===== src/design/fragment_gap_tracker_core_macros.svh =====
// Assertion macros for the fragment gap tracker core.
// Included by fragment_gap_tracker_core; the macros expand to nothing when SYNTH is set.
`ifndef FRAGMENT_GAP_TRACKER_CORE_MACROS_SVH
`define FRAGMENT_GAP_TRACKER_CORE_MACROS_SVH

`ifndef SYNTH

`define FGT_ASSERT_IMP(lbl, ante, cons) \
  lbl: assert property (@(posedge clk_i) disable iff (!rst_ni) (ante) |-> (cons)) \
    else $error("fgt check failed");

`define FGT_ASSERT_NXT(lbl, ante, cons) \
  lbl: assert property (@(posedge clk_i) disable iff (!rst_ni) (ante) |=> (cons)) \
    else $error("fgt check failed");

`else

`define FGT_ASSERT_IMP(lbl, ante, cons)

`define FGT_ASSERT_NXT(lbl, ante, cons)

`endif

`endif


===== src/design/fgt_pkg.sv =====
// Types and constants of the fragment gap tracker core.
// Used by fragment_gap_tracker_core; depends on nothing.
`default_nettype none

package fgt_pkg;

  localparam int MAX_FRAGMENTS = 128;
  localparam int IDX_W         = 7;
  localparam int TOT_W         = 8;
  localparam int SEQ_W         = 32;
  localparam int ROW_LSB       = 3;
  localparam int ROW_BITS      = 1 << ROW_LSB;
  localparam int NUM_ROWS      = (MAX_FRAGMENTS + ROW_BITS - 1) / ROW_BITS;
  localparam int ROW_AW        = (NUM_ROWS > 1) ? $clog2(NUM_ROWS) : 1;

  localparam logic [TOT_W-1:0] TIMEOUT_RESET = 8'd3;

  typedef enum logic {
    OP_ARRIVAL = 1'b0,
    OP_TICK    = 1'b1
  } op_e;

  typedef enum logic [2:0] {
    KIND_NEW  = 3'd0,
    KIND_DUP  = 3'd1,
    KIND_DONE = 3'd2,
    KIND_RETX = 3'd3,
    KIND_OOR  = 3'd4
  } kind_e;

  typedef struct packed {
    op_e              op;
    logic [IDX_W-1:0] fragment_index;
    logic [TOT_W-1:0] fragment_total;
  } req_t;

  typedef struct packed {
    kind_e            kind;
    logic [IDX_W-1:0] run_start;
    logic [TOT_W-1:0] run_length;
    logic [SEQ_W-1:0] request_seq;
    logic [TOT_W-1:0] received_count;
    logic             last_of_run;
  } rsp_t;

endpackage

`default_nettype wire


===== src/design/fgt_ram.sv =====
// Generic single-port-write, single-port-read RAM with a registered read.
// Standalone; holds the bitmap rows of the fragment gap tracker core.
`default_nettype none

module fgt_ram #(
  parameter int WIDTH = 8,
  parameter int DEPTH = 16
) (
  input  wire logic                                    clk_i,
  input  wire logic                                    we_i,
  input  wire logic [((DEPTH > 1) ? $clog2(DEPTH) : 1)-1:0] waddr_i,
  input  wire logic [WIDTH-1:0]                        wdata_i,
  input  wire logic                                    re_i,
  input  wire logic [((DEPTH > 1) ? $clog2(DEPTH) : 1)-1:0] raddr_i,
  output logic      [WIDTH-1:0]                        rdata_o
);

  logic [WIDTH-1:0] mem_q [DEPTH];
  logic [WIDTH-1:0] rdata_q;

  always_ff @(posedge clk_i) begin
    if (we_i) begin
      mem_q[waddr_i] <= wdata_i;
    end
    // The read data holds until the next read is issued.
    if (re_i) begin
      rdata_q <= mem_q[raddr_i];
    end
  end

  assign rdata_o = rdata_q;

endmodule

`default_nettype wire


===== src/design/fragment_gap_tracker_core.sv =====
// Fragment arrival: accepted with start, busy for one cycle (ST_ARR), then result strobed.
// Tick that does not expire: done at acceptance, no result; busy stays low.
// Expiring tick: bit-serial walk over the bitmap RAM, one bit per cycle, then a final step
// ends it; one row read per 8 bits; a run is strobed when the next opens or at the end.
// Reset (rst_ni low, async) clears control state; per-row valid flags stand in for
// clearing the bitmap RAM, so no clearing pass. Results cannot be held off by the receiver.
`default_nettype none

`include "fragment_gap_tracker_core_macros.svh"

module fragment_gap_tracker_core
  import fgt_pkg::*;
(
  input  wire logic             clk_i,
  input  wire logic             rst_ni,
  input  wire logic             start,
  output logic                  busy,
  input  wire req_t             req_i,
  output logic                  result_valid_o,
  output rsp_t                  rsp_o,
  input  wire logic             cfg_valid_i,
  output logic                  cfg_ready_o,
  input  wire logic [TOT_W-1:0] cfg_data_i
);

  typedef enum logic [2:0] {
    ST_IDLE = 3'b001,
    ST_ARR  = 3'b010,
    ST_SCAN = 3'b100
  } state_e;

  function automatic logic [ROW_AW-1:0] row_of(input logic [TOT_W-1:0] v);
    row_of = v[ROW_LSB +: ROW_AW];
  endfunction

  state_e               state_q, state_d;
  logic                 active_q, active_d;
  logic [TOT_W-1:0]     total_q, total_d;
  logic [TOT_W-1:0]     got_q, got_d;
  logic [TOT_W-1:0]     countdown_q, countdown_d;
  logic [SEQ_W-1:0]     seq_q, seq_d;
  logic [TOT_W-1:0]     timeout_q;
  logic [NUM_ROWS-1:0]  row_valid_q, row_valid_d;
  logic [IDX_W-1:0]     idx_q, idx_d;
  logic [TOT_W-1:0]     scan_q, scan_d;
  logic                 in_run_q, in_run_d;
  logic [IDX_W-1:0]     run_start_q, run_start_d;
  logic                 pend_v_q, pend_v_d;
  logic [IDX_W-1:0]     pend_start_q, pend_start_d;
  logic [TOT_W-1:0]     pend_len_q, pend_len_d;
  rsp_t                 rsp_q, rsp_d;
  logic                 rsp_valid_q, rsp_valid_d;

  logic                 accept;
  logic [TOT_W-1:0]     total_clamped;
  logic                 ram_we, ram_re;
  logic [ROW_AW-1:0]    ram_waddr, ram_raddr;
  logic [ROW_BITS-1:0]  ram_wdata, ram_rdata;
  logic [ROW_AW-1:0]    arr_row;
  logic [ROW_BITS-1:0]  arr_data;
  logic                 arr_oob;
  logic [TOT_W-1:0]     got_inc;
  logic [TOT_W-1:0]     scan_next;
  logic                 scan_bit;

  assign busy        = (state_q != ST_IDLE);
  assign accept      = start && !busy;
  assign cfg_ready_o = (state_q == ST_IDLE);

  always_comb begin
    total_clamped = req_i.fragment_total;
    if (req_i.fragment_total == '0) begin
      total_clamped = TOT_W'(1);
    end else if (req_i.fragment_total > TOT_W'(MAX_FRAGMENTS)) begin
      total_clamped = TOT_W'(MAX_FRAGMENTS);
    end
  end

  // Arrival datapath; rows not written in this session read as all zero.
  assign arr_row   = row_of({1'b0, idx_q});
  assign arr_data  = row_valid_q[arr_row] ? ram_rdata : '0;
  assign arr_oob   = ({1'b0, idx_q} >= total_q);
  assign got_inc   = got_q + TOT_W'(1);
  assign scan_next = scan_q + TOT_W'(1);
  assign scan_bit  = row_valid_q[row_of(scan_q)] && ram_rdata[scan_q[ROW_LSB-1:0]];

  always_comb begin
    state_d      = state_q;
    active_d     = active_q;
    total_d      = total_q;
    got_d        = got_q;
    countdown_d  = countdown_q;
    seq_d        = seq_q;
    row_valid_d  = row_valid_q;
    idx_d        = idx_q;
    scan_d       = scan_q;
    in_run_d     = in_run_q;
    run_start_d  = run_start_q;
    pend_v_d     = pend_v_q;
    pend_start_d = pend_start_q;
    pend_len_d   = pend_len_q;
    rsp_d        = rsp_q;
    rsp_valid_d  = 1'b0;
    ram_we       = 1'b0;
    ram_waddr    = arr_row;
    ram_wdata    = arr_data | (ROW_BITS'(1) << idx_q[ROW_LSB-1:0]);
    ram_re       = 1'b0;
    ram_raddr    = '0;

    unique case (state_q)
      ST_IDLE: begin
        if (accept) begin
          unique case (req_i.op)
            OP_ARRIVAL: begin
              ram_re    = 1'b1;
              ram_raddr = row_of({1'b0, req_i.fragment_index});
              idx_d     = req_i.fragment_index;
              state_d   = ST_ARR;
              if (!active_q) begin
                active_d    = 1'b1;
                total_d     = total_clamped;
                got_d       = '0;
                countdown_d = timeout_q;
                row_valid_d = '0;
              end
            end
            OP_TICK: begin
              if (active_q) begin
                if (countdown_q > TOT_W'(1)) begin
                  countdown_d = countdown_q - TOT_W'(1);
                end else begin
                  ram_re    = 1'b1;
                  ram_raddr = '0;
                  scan_d    = '0;
                  in_run_d  = 1'b0;
                  pend_v_d  = 1'b0;
                  state_d   = ST_SCAN;
                end
              end
            end
            default: ;
          endcase
        end
      end

      ST_ARR: begin
        state_d                    = ST_IDLE;
        rsp_valid_d                = 1'b1;
        rsp_d.run_start            = '0;
        rsp_d.run_length           = '0;
        rsp_d.request_seq          = '0;
        rsp_d.last_of_run          = 1'b1;
        rsp_d.received_count       = got_q;
        priority if (arr_oob) begin
          rsp_d.kind = KIND_OOR;
        end else if (arr_data[idx_q[ROW_LSB-1:0]]) begin
          rsp_d.kind = KIND_DUP;
        end else begin
          ram_we               = 1'b1;
          row_valid_d[arr_row] = 1'b1;
          got_d                = got_inc;
          countdown_d          = timeout_q;
          rsp_d.received_count = got_inc;
          if (got_inc >= total_q) begin
            active_d   = 1'b0;
            rsp_d.kind = KIND_DONE;
          end else begin
            rsp_d.kind = KIND_NEW;
          end
        end
      end

      ST_SCAN: begin
        rsp_d.kind           = KIND_RETX;
        rsp_d.request_seq    = seq_q;
        rsp_d.received_count = got_q;
        if (scan_q >= total_q) begin
          // End of the bitmap: the open or pending run is the last request.
          countdown_d       = timeout_q;
          state_d           = ST_IDLE;
          rsp_d.last_of_run = 1'b1;
          if (in_run_q) begin
            rsp_valid_d      = 1'b1;
            rsp_d.run_start  = run_start_q;
            rsp_d.run_length = scan_q - {1'b0, run_start_q};
            seq_d            = seq_q + SEQ_W'(1);
          end else if (pend_v_q) begin
            rsp_valid_d      = 1'b1;
            rsp_d.run_start  = pend_start_q;
            rsp_d.run_length = pend_len_q;
            seq_d            = seq_q + SEQ_W'(1);
          end
        end else begin
          scan_d = scan_next;
          // Fetch the next row while the last bit of this one is examined.
          if (scan_q[ROW_LSB-1:0] == '1) begin
            ram_re    = 1'b1;
            ram_raddr = row_of(scan_next);
          end
          if (!scan_bit && !in_run_q) begin
            in_run_d    = 1'b1;
            run_start_d = scan_q[IDX_W-1:0];
            // A new run proves the pending one was not the last.
            if (pend_v_q) begin
              pend_v_d          = 1'b0;
              rsp_valid_d       = 1'b1;
              rsp_d.run_start   = pend_start_q;
              rsp_d.run_length  = pend_len_q;
              rsp_d.last_of_run = 1'b0;
              seq_d             = seq_q + SEQ_W'(1);
            end
          end else if (scan_bit && in_run_q) begin
            in_run_d     = 1'b0;
            pend_v_d     = 1'b1;
            pend_start_d = run_start_q;
            pend_len_d   = scan_q - {1'b0, run_start_q};
          end
        end
      end

      default: begin
        state_d = ST_IDLE;
      end
    endcase
  end

  fgt_ram #(
    .WIDTH (ROW_BITS),
    .DEPTH (NUM_ROWS)
  ) u_bitmap_ram (
    .clk_i   (clk_i),
    .we_i    (ram_we),
    .waddr_i (ram_waddr),
    .wdata_i (ram_wdata),
    .re_i    (ram_re),
    .raddr_i (ram_raddr),
    .rdata_o (ram_rdata)
  );

  always_ff @(posedge clk_i or negedge rst_ni) begin
    if (!rst_ni) begin
      state_q     <= ST_IDLE;
      active_q    <= 1'b0;
      total_q     <= '0;
      got_q       <= '0;
      countdown_q <= '0;
      seq_q       <= '0;
      timeout_q   <= TIMEOUT_RESET;
      row_valid_q <= '0;
      scan_q      <= '0;
      in_run_q    <= 1'b0;
      pend_v_q    <= 1'b0;
      rsp_valid_q <= 1'b0;
    end else begin
      state_q     <= state_d;
      active_q    <= active_d;
      total_q     <= total_d;
      got_q       <= got_d;
      countdown_q <= countdown_d;
      seq_q       <= seq_d;
      row_valid_q <= row_valid_d;
      scan_q      <= scan_d;
      in_run_q    <= in_run_d;
      pend_v_q    <= pend_v_d;
      rsp_valid_q <= rsp_valid_d;
      if (cfg_valid_i && cfg_ready_o) begin
        timeout_q <= cfg_data_i;
      end
    end
  end

  always_ff @(posedge clk_i) begin
    idx_q        <= idx_d;
    run_start_q  <= run_start_d;
    pend_start_q <= pend_start_d;
    pend_len_q   <= pend_len_d;
    rsp_q        <= rsp_d;
  end

  assign result_valid_o = rsp_valid_q;
  assign rsp_o          = rsp_q;

  `FGT_ASSERT_NXT(a_arrival_enters_rmw, accept && (req_i.op == OP_ARRIVAL), state_q == ST_ARR)
  `FGT_ASSERT_NXT(a_arrival_gives_result, state_q == ST_ARR, result_valid_o)
  `FGT_ASSERT_IMP(a_open_session_incomplete, active_q, got_q < total_q)
  `FGT_ASSERT_IMP(a_request_nonempty, result_valid_o && (rsp_o.kind == KIND_RETX), rsp_o.run_length != '0)

endmodule

`default_nettype wire

===== config.mk =====
export PLATFORM = sky130hd
export DESIGN_NAME = fragment_gap_tracker_core
export DESIGN_NICKNAME = d
export VERILOG_FILES = /design/src/design/fgt_pkg.sv /design/src/design/fgt_ram.sv /design/src/design/fragment_gap_tracker_core.sv
export VERILOG_INCLUDE_DIRS = /design/src /design/src/design
export SDC_FILE = /design/constraint.sdc
export NUM_CORES = 1
export LEC_CHECK = 0
export ABC_AREA = 1
export BUFFER_PORTS_ARGS = -buffer_cell sky130_fd_sc_hd__buf_2
export CORE_ASPECT_RATIO = 0.6
export CORE_MARGIN = 2
export CORE_UTILIZATION = 63
export CTS_BUF_LIST = sky130_fd_sc_hd__clkbuf_4
export DETAILED_ROUTE_END_ITERATION = 10
export GPL_TIMING_DRIVEN = 1
export HOLD_SLACK_MARGIN = 0.05
export PLACE_DENSITY = 0.82
export SKIP_LAST_GASP = 1
export SYNTH_ARGS = -nofsm -noshare
export SYNTH_HDL_FRONTEND = slang
export SYNTH_SLANG_ARGS = --single-unit

===== constraint.sdc =====
create_clock -name clk_i -period 4 [get_ports clk_i]
set_clock_uncertainty 0.05 [all_clocks]
set_input_delay 0.2 -clock clk_i [delete_from_list [all_inputs] [get_ports clk_i]]
set_output_delay 0.2 -clock clk_i [all_outputs]
set_load 0.02 [all_outputs]

---- Word-level counts from Yosys, hierarchy flattened ----
Memory sizes are Yosys's and may differ from the RTL's. A register that Yosys moved wholly into a read port is not among the register bits.
Cells that the tools add are included.
word-level totals
  output and inout bits ................... 62
  memories kept ........................... 1
  RAM bits ................................ 128
  input bits .............................. 28
  bits in registers ....................... 183
memories
  memory              words  bits a word  read ports  clocked after Yosys merged registers in  wr ports  line           text
  u_bitmap_ram.mem_q  16     8            1           1                                        1         fgt_ram.sv:18  logic [WIDTH-1:0] mem_q [DEPTH];
cells by class
  shifts and indexed selects .............. 1
  equality and inequality tests ........... 23
  magnitude comparators ................... 10
  muxes and demuxes ....................... 101
  reduce and logical (&&, ||, !) cells .... 29
  add/sub/neg operators ................... 5
  bitwise logic cells ..................... 6
operators with widths
  cell                                                                  number
  8-bit 2-to-1 mux                                                      20
  32-bit 2-to-1 mux                                                     4
  59-bit one-hot mux with 2 select lines                                1
  16-bit 2-to-1 mux                                                     5
  15-bit 2-to-1 mux                                                     4
  8-bit one-hot mux with 2 select lines                                 3
  1-bit 2-to-1 mux                                                      37
  32-bit by 1-bit adder with 32-bit output, second input constant       1
  16-bit one-hot mux with 2 select lines                                1
  8-bit one-hot mux with 3 select lines                                 1
  2-bit != test, second input constant                                  9
  6-bit AND reduction                                                   3
  8-bit by 1-bit adder with 8-bit output, second input constant         2
  8-bit greater-or-equal comparator                                     2
  16-bit OR                                                             1
  4-bit one-hot mux with 2 select lines                                 2
  4-bit AND reduction                                                   4
  3-bit 2-to-1 mux                                                      5
  3-bit != test, second input constant                                  5
  4-bit 2-to-1 mux                                                      3
  1-bit one-hot mux with 2 select lines                                 6
  3-bit one-hot mux with 2 select lines                                 2
  4-bit by 5-bit < comparator with 1-bit output, second input constant  2
  3-bit AND reduction                                                   3
  other kinds (28)                                                      49

---- Depth between registers and ports, before layout ----
  depth after elaboration ................. 10
  gate-level depth with buffers ........... 19

---- Cells and area by module ----
From an unflattened synthesis, not the netlist that was laid out.
second synthesis, totals
  cells, all modules ...................... 1677
  area total of the unflattened synthesis .. 15696.3 µm²
modules (own cells, without submodules)
  module                     cells each  instances  seq. area each (µm²)  area an instance (µm²)
  fragment_gap_tracker_core  1126        1          5023.6                9849.4
  fgt_ram                    551         1          4083.9                5846.9

---- Worst setup path after synthesis ----
Ideal clock, no wire load.
  path type ............................... reg-to-reg
  start ................................... reg scan_q[3]
  end ..................................... reg pend_len_q[0], enable pin
  buffers on the path ..................... 1
  slack ................................... 0.651 ns
  setup time .............................. 0.409 ns
  stages on the path, launching flop included .. 13
  data required time ...................... 3.541 ns
  arrival ................................. 2.890 ns
  period minus slack after synthesis ...... 3.349 ns
  path through ............................ dfrtp_1 -> buf_2 -> clkinv_1 -> nor2_1 -> o22ai_1 -> nor2_1 -> o31ai_1 -> and3_1 -> inv_1 -> ha_1 -> inv_1 -> nand2_1 -> nor3b_1
on the way
  longest elaborated chain between the ends .. 7
  elaborated cells between the ends (all ways) .. 10
RTL lines
  element                                    line                              text
  from (decl)                                fragment_gap_tracker_core.sv:45   logic [TOT_W-1:0] scan_q, scan_d;
  from (signal assigned)                     fragment_gap_tracker_core.sv:262  scan_q <= scan_d;
  1-bit binary-select mux with 4-bit select  fragment_gap_tracker_core.sv:85   assign scan_bit = row_valid_q[row_of(scan_q)] && ram_rdata[scan_q[ROW_LSB-1:0]];
  1-bit 2-to-1 mux (not written as such)     fragment_gap_tracker_core.sv:85
  1-bit logical AND                          fragment_gap_tracker_core.sv:85
  1-bit zero test                            fragment_gap_tracker_core.sv:200  if (!scan_bit && !in_run_q) begin
  1-bit logical AND                          fragment_gap_tracker_core.sv:200
  1-bit NOT (no line)                        n/a
  4-bit AND reduction (no line) *            n/a
  to (signal assigned)                       fragment_gap_tracker_core.sv:276  pend_len_q <= pend_len_d;
  to (decl)                                  fragment_gap_tracker_core.sv:50   logic [TOT_W-1:0] pend_len_q, pend_len_d;
Mark *: on every way between the ends. The rest lies on a longest branch, timed or not. The select of a mux whose other input is x is not followed.
A chain may end at the register's enable or synchronous reset.

---- Worst setup path in the final report ----
  start ................................... reg scan_q[3]
  end ..................................... reg seq_q[8]
on the way
  longest elaborated chain between the ends .. 7
  elaborated cells between the ends (all ways) .. 9
RTL lines
  element                                    line                              text
  1-bit binary-select mux with 4-bit select  fragment_gap_tracker_core.sv:85
  1-bit 2-to-1 mux (not written as such)     fragment_gap_tracker_core.sv:85
  1-bit logical AND                          fragment_gap_tracker_core.sv:85
  1-bit zero test                            fragment_gap_tracker_core.sv:200
  1-bit logical AND                          fragment_gap_tracker_core.sv:200
  2-bit nonzero test (no line)               n/a
  2-bit AND reduction (no line)              n/a
  to (signal assigned)                       fragment_gap_tracker_core.sv:260  seq_q <= seq_d;
  to (decl)                                  fragment_gap_tracker_core.sv:41   logic [SEQ_W-1:0] seq_q, seq_d;
Parallel ways exist; a longest one is shown, timed or not. The select of a mux whose other input is x is not followed.

==> flow_results.xml <==
<?xml version="1.0" encoding="UTF-8"?>
<metrics>
  <group name="status">
    <metric name="status" unit="">complete, but fails checks</metric>
    <metric name="violations_in_the_final_reports" unit="">design-rule violations</metric>
  </group>
  <group name="timing">
    <metric name="min_period" unit="ns">3.67</metric>
    <metric name="unrepaired_setup_endpoints_after_global_routing" unit="">no</metric>
    <metric name="timing.final.hold_violations" unit="">0</metric>
    <metric name="setup_violations" unit="">0</metric>
    <metric name="post_route_setup_slack" unit="ns">0.332</metric>
    <metric name="max-slew-margin-rel" unit="%">25.1</metric>
    <metric name="timing_max_transition_violations_final" unit="">0</metric>
    <metric name="final.hold.worst_slack" unit="ns">0.0830</metric>
    <metric name="max_freq" unit="MHz">273</metric>
    <metric name="fin_setup_tns" unit="ns">0</metric>
    <metric name="worst_tran_pin_value" unit="ns">1.12</metric>
    <metric name="final_min_period_over_clock_period" unit="%">91.7</metric>
  </group>
  <group name="place">
    <metric name="post-place-cells" unit="">1979</metric>
    <metric name="number_of_buffers_added_on_ports" unit="">89</metric>
    <metric name="dp.final_hpwl" unit="um">25600</metric>
    <metric name="place_ws" unit="ns">0.622</metric>
    <metric name="place_area" unit="um2">16200</metric>
    <metric name="finalWeightedCongestion" unit="">0.906</metric>
  </group>
  <group name="synth">
    <metric name="ys_async_sr_fraction" unit="%">29.8</metric>
    <metric name="synthesis.area" unit="um2">15300</metric>
    <metric name="yosysMostFrequentCell" unit="">sky130_fd_sc_hd__nand2_1</metric>
    <metric name="post_synth_main_area_contributors" unit="">sky130_fd_sc_hd__edfxtp_1 44%, sky130_fd_sc_hd__dfrtp_1 15%, sky130_fd_sc_hd__nand2_1 9.1%</metric>
    <metric name="synthTopCellsByCount" unit="">373 x sky130_fd_sc_hd__nand2_1, 224 x sky130_fd_sc_hd__edfxtp_1, 199 x sky130_fd_sc_hd__inv_1</metric>
    <metric name="syn_area_per_cell" unit="um2">9.68</metric>
    <metric name="synth-edff-count" unit="">224</metric>
    <metric name="ys_types" unit="">50</metric>
    <metric name="synth-seq-area-share" unit="%">59.3</metric>
    <metric name="synth_top_flop_cell" unit="">sky130_fd_sc_hd__edfxtp_1</metric>
    <metric name="synth_area_leader_cell" unit="">sky130_fd_sc_hd__edfxtp_1</metric>
    <metric name="syn_nets" unit="">1652</metric>
    <metric name="synthDominantCellAreaShare" unit="%">43.8</metric>
    <metric name="synth_instances" unit="">1585</metric>
    <metric name="synth.ff_latch_count" unit="">319</metric>
    <metric name="ys.warnings.count" unit="">0</metric>
  </group>
  <group name="drt">
    <metric name="route.detailed.drc" unit="">1</metric>
    <metric name="first_iter_violations" unit="">1563</metric>
    <metric name="wl_per_cell" unit="um">17.8</metric>
    <metric name="wl" unit="um">38100</metric>
    <metric name="detail_route.first_pass.iterations" unit="">10</metric>
    <metric name="vias" unit="">12400</metric>
    <metric name="detail_route.vias_per_cell" unit="">5.77</metric>
    <metric name="postRouteAntennaNets" unit="">0</metric>
  </group>
  <group name="cts">
    <metric name="clkSlewWorstSetupHoldPaths" unit="ns">0.08</metric>
    <metric name="cts-resized-gates" unit="">0</metric>
    <metric name="worst_skew_pair.late_latency" unit="ns">0.75</metric>
    <metric name="cts_root_buffer" unit="">sky130_fd_sc_hd__clkbuf_4</metric>
    <metric name="clock_tree.buffer_depth" unit="">3</metric>
    <metric name="tritoncts" unit="">built</metric>
    <metric name="post_cts.repair.setup_buffers" unit="">0</metric>
    <metric name="cts_buffers" unit="">73</metric>
    <metric name="cts_num_sinks" unit="">319</metric>
    <metric name="htreeDepth" unit="">3</metric>
  </group>
  <group name="critical_path">
    <metric name="path_delay_family" unit="">simple AND/OR/NAND/NOR gates</metric>
    <metric name="endpoint_required_time_on_the_critical_path" unit="ns">4.54</metric>
    <metric name="top_fanout_value_on_the_critical_path" unit="">15</metric>
    <metric name="worst_r2r_startpoint" unit="">scan_q[3]</metric>
    <metric name="ff2ff_path_depth" unit="">15</metric>
    <metric name="critPathMaxStageDelay" unit="ns">0.67</metric>
    <metric name="start_kind" unit="">flip-flop</metric>
    <metric name="timing.critical_path.from" unit="">scan_q[3]</metric>
    <metric name="crit_path_top_delay_cell" unit="">sky130_fd_sc_hd__dfrtp_1</metric>
    <metric name="critPathCaptureType" unit="">flip-flop</metric>
    <metric name="critical_path_cell_by_cell" unit="">clkinv_1 &gt; o21ai_0 &gt; o221ai_1 &gt; nand3_1 &gt; o31ai_1 &gt; and3_1 &gt; inv_1 &gt; ha_1 &gt; nand2_1 &gt; nand2_2 &gt; nand2_1 &gt; buf_4 &gt; nor3_1 &gt; nand4_1 &gt; xor2_1</metric>
    <metric name="cp_common_cell" unit="">sky130_fd_sc_hd__nand2_1</metric>
    <metric name="worst-path-stages" unit="">15</metric>
    <metric name="r2r-end" unit="">seq_q[8]</metric>
    <metric name="critPathKind" unit="">reg -&gt; reg</metric>
    <metric name="crit_arrival" unit="ns">4.21</metric>
    <metric name="timing.reg2reg.setup_slack" unit="ns">0.33</metric>
    <metric name="critical_path_buf_inv_count" unit="">3</metric>
  </group>
  <group name="die">
    <metric name="placementRows" unit="">44</metric>
    <metric name="full_die_area" unit="um2">25700</metric>
    <metric name="io_pins" unit="">90</metric>
    <metric name="die_height" unit="um">125</metric>
    <metric name="floorplan.core_area" unit="um2">24100</metric>
    <metric name="floorplan.initialDensity" unit="%">63.8</metric>
    <metric name="dieWidth" unit="um">205</metric>
  </group>
  <group name="pwr">
    <metric name="pwr_density_cell" unit="nW/um2">542</metric>
    <metric name="vdd_drop_max" unit="V">0.000376</metric>
    <metric name="p_leak" unit="nW">7.46</metric>
  </group>
  <group name="final_layout">
    <metric name="layout_stage_area_growth_over_the_synthesis_result" unit="%">14.5</metric>
    <metric name="layout.nets" unit="">1834</metric>
    <metric name="fin_cells" unit="">2143</metric>
    <metric name="n_fill_cell" unit="">1665</metric>
    <metric name="design_area" unit="um2">17600</metric>
    <metric name="final_layout_size_suffix_gt1_share" unit="%">15.0</metric>
  </group>
  <group name="global_routing">
    <metric name="gr-total-overflow" unit="">0</metric>
    <metric name="grt_max_degree" unit="">106</metric>
    <metric name="grt_first_pass_wirelength" unit="um">60500</metric>
    <metric name="grt_antenna_before_repair" unit="">1</metric>
    <metric name="grt_usage" unit="%">30.4</metric>
    <metric name="via_count_of_the_first_global_routing_pass" unit="">11500</metric>
  </group>
  <group name="min_path">
    <metric name="hold_path_class" unit="">in -&gt; async</metric>
  </group>
  <group name="job">
    <metric name="drv_cap" unit="">0</metric>
  </group>
</metrics>
## registers in the layout, indices dropped and copies added, names as in the netlist, 3 cells and up
signal / count
u_bitmap_ram.mem_q: 128
rsp_o: 59
seq_q: 32
row_valid_q: 16
countdown_q: 8
got_q: 8
pend_len_q: 8
scan_q: 8
timeout_q: 8
total_q: 8
u_bitmap_ram.rdata_o: 8
idx_q: 7
pend_start_q: 7
run_start_q: 7
state_q: 3
## cells in the final DEF, fill, tap and decap left out, types with 3 or more instances in the layout
cell / instances
sky130_fd_sc_hd__bufinv_16: 3
sky130_fd_sc_hd__a21oi_1: 28
sky130_fd_sc_hd__clkinv_1: 14
sky130_fd_sc_hd__a311oi_1: 10
sky130_fd_sc_hd__edfxtp_1: 224
sky130_fd_sc_hd__dfrtp_1: 92
sky130_fd_sc_hd__o211ai_1: 41
sky130_fd_sc_hd__o21ai_0: 96
sky130_fd_sc_hd__xnor2_1: 5
sky130_fd_sc_hd__clkbuf_4: 111
sky130_fd_sc_hd__o22ai_1: 9
sky130_fd_sc_hd__o221ai_1: 4
sky130_fd_sc_hd__dlygate4sd3_1: 35
sky130_fd_sc_hd__buf_2: 88
sky130_fd_sc_hd__nand2_2: 6
sky130_fd_sc_hd__o2111ai_1: 3
sky130_fd_sc_hd__nor3_1: 33
sky130_fd_sc_hd__xor2_1: 36
sky130_fd_sc_hd__o21ai_1: 8
sky130_fd_sc_hd__inv_2: 9
sky130_fd_sc_hd__mux2i_1: 6
sky130_fd_sc_hd__inv_1: 199
sky130_fd_sc_hd__dfstp_2: 3
sky130_fd_sc_hd__nor4_1: 5
sky130_fd_sc_hd__nand4_1: 17
sky130_fd_sc_hd__nand2_1: 372
sky130_fd_sc_hd__buf_4: 35
sky130_fd_sc_hd__nand3_1: 120
sky130_fd_sc_hd__nor2_1: 142
sky130_fd_sc_hd__ha_1: 38
## worst max-delay path by stage
stage | end | slack (ns)
finish | seq_q[8] | 0.33
global route | seq_q[8] | 0.02
CTS | seq_q[8] | 0.51
detailed placement | seq_q[8] | 0.62
global placement | seq_q[8] | 0.77
floorplan | pend_len_q[0] | 0.65
## metrics by stage
step / utilization [%] / power, W
2_1_floorplan: - / 0.00597
3_3_place_gp: 67.5 / 0.00658
3_5_place_dp: 67.5 / 0.00670
4_1_cts: 73.0 / 0.00950
5_1_grt: 73.0 / 0.0100
6_report: 73.0 / 0.00952
## layout make-up
class | count | area (um2) | share of cell area, %
sequential | 319 | 9110 | 51.8
multi-input combinational | 1003 | 5200 | 29.6
timing repair buffer | 159 | 1070 | 6.11
clock buffer | 111 | 833 | 4.74
inverter | 211 | 792 | 4.51
tap | 322 | 403 | 2.29
clock inverter | 17 | 156 | 0.890
antenna | 1 | 2.50 | 0.0142
## where the power goes
part / total, W / switching, W / internal (W)
Combinational: 0.00248 / 0.00169 / 0.000788
Clock: 0.00277 / 0.00131 / 0.00146
Sequential: 0.00427 / 0.000268 / 0.00400
Total: 0.00952 / 0.00327 / 0.00625
## metal layers
metal / global-route usage (%) / part of all wire (%) / vias to the layer above
met2: 41.6 / 42 / 742
met5: 0 / 0 / -
met3: 8.48 / 13 / 79
li1: - / - / 5755
met1: 47.5 / 44 / 5791
met4: 9.18 / 2.2 / 0
## kinds of logic (layout without fill, tap and decap cells)
kind of cell               after synthesis  after routing  synth area share, %
other                                    0              1                    0
xor gates and xnor gates                41             41                 2.34
buffers and inverters                  263            498                 6.84
DFF                                    319            319                 59.3
and+or+nand+nor                        706            706                 19.4
muxes                                    8              8                0.538
AOI/OAI and AO/OA                      209            209                 8.27
adders and majority gates               39             39                 3.23
## repair_timing
item,CTS,global route
hold buffers,35,0
hold endpoints to repair,108,0
endpoints found under the setup margin,0,0
No activity file was read; power rests on OpenSTA's default activity.
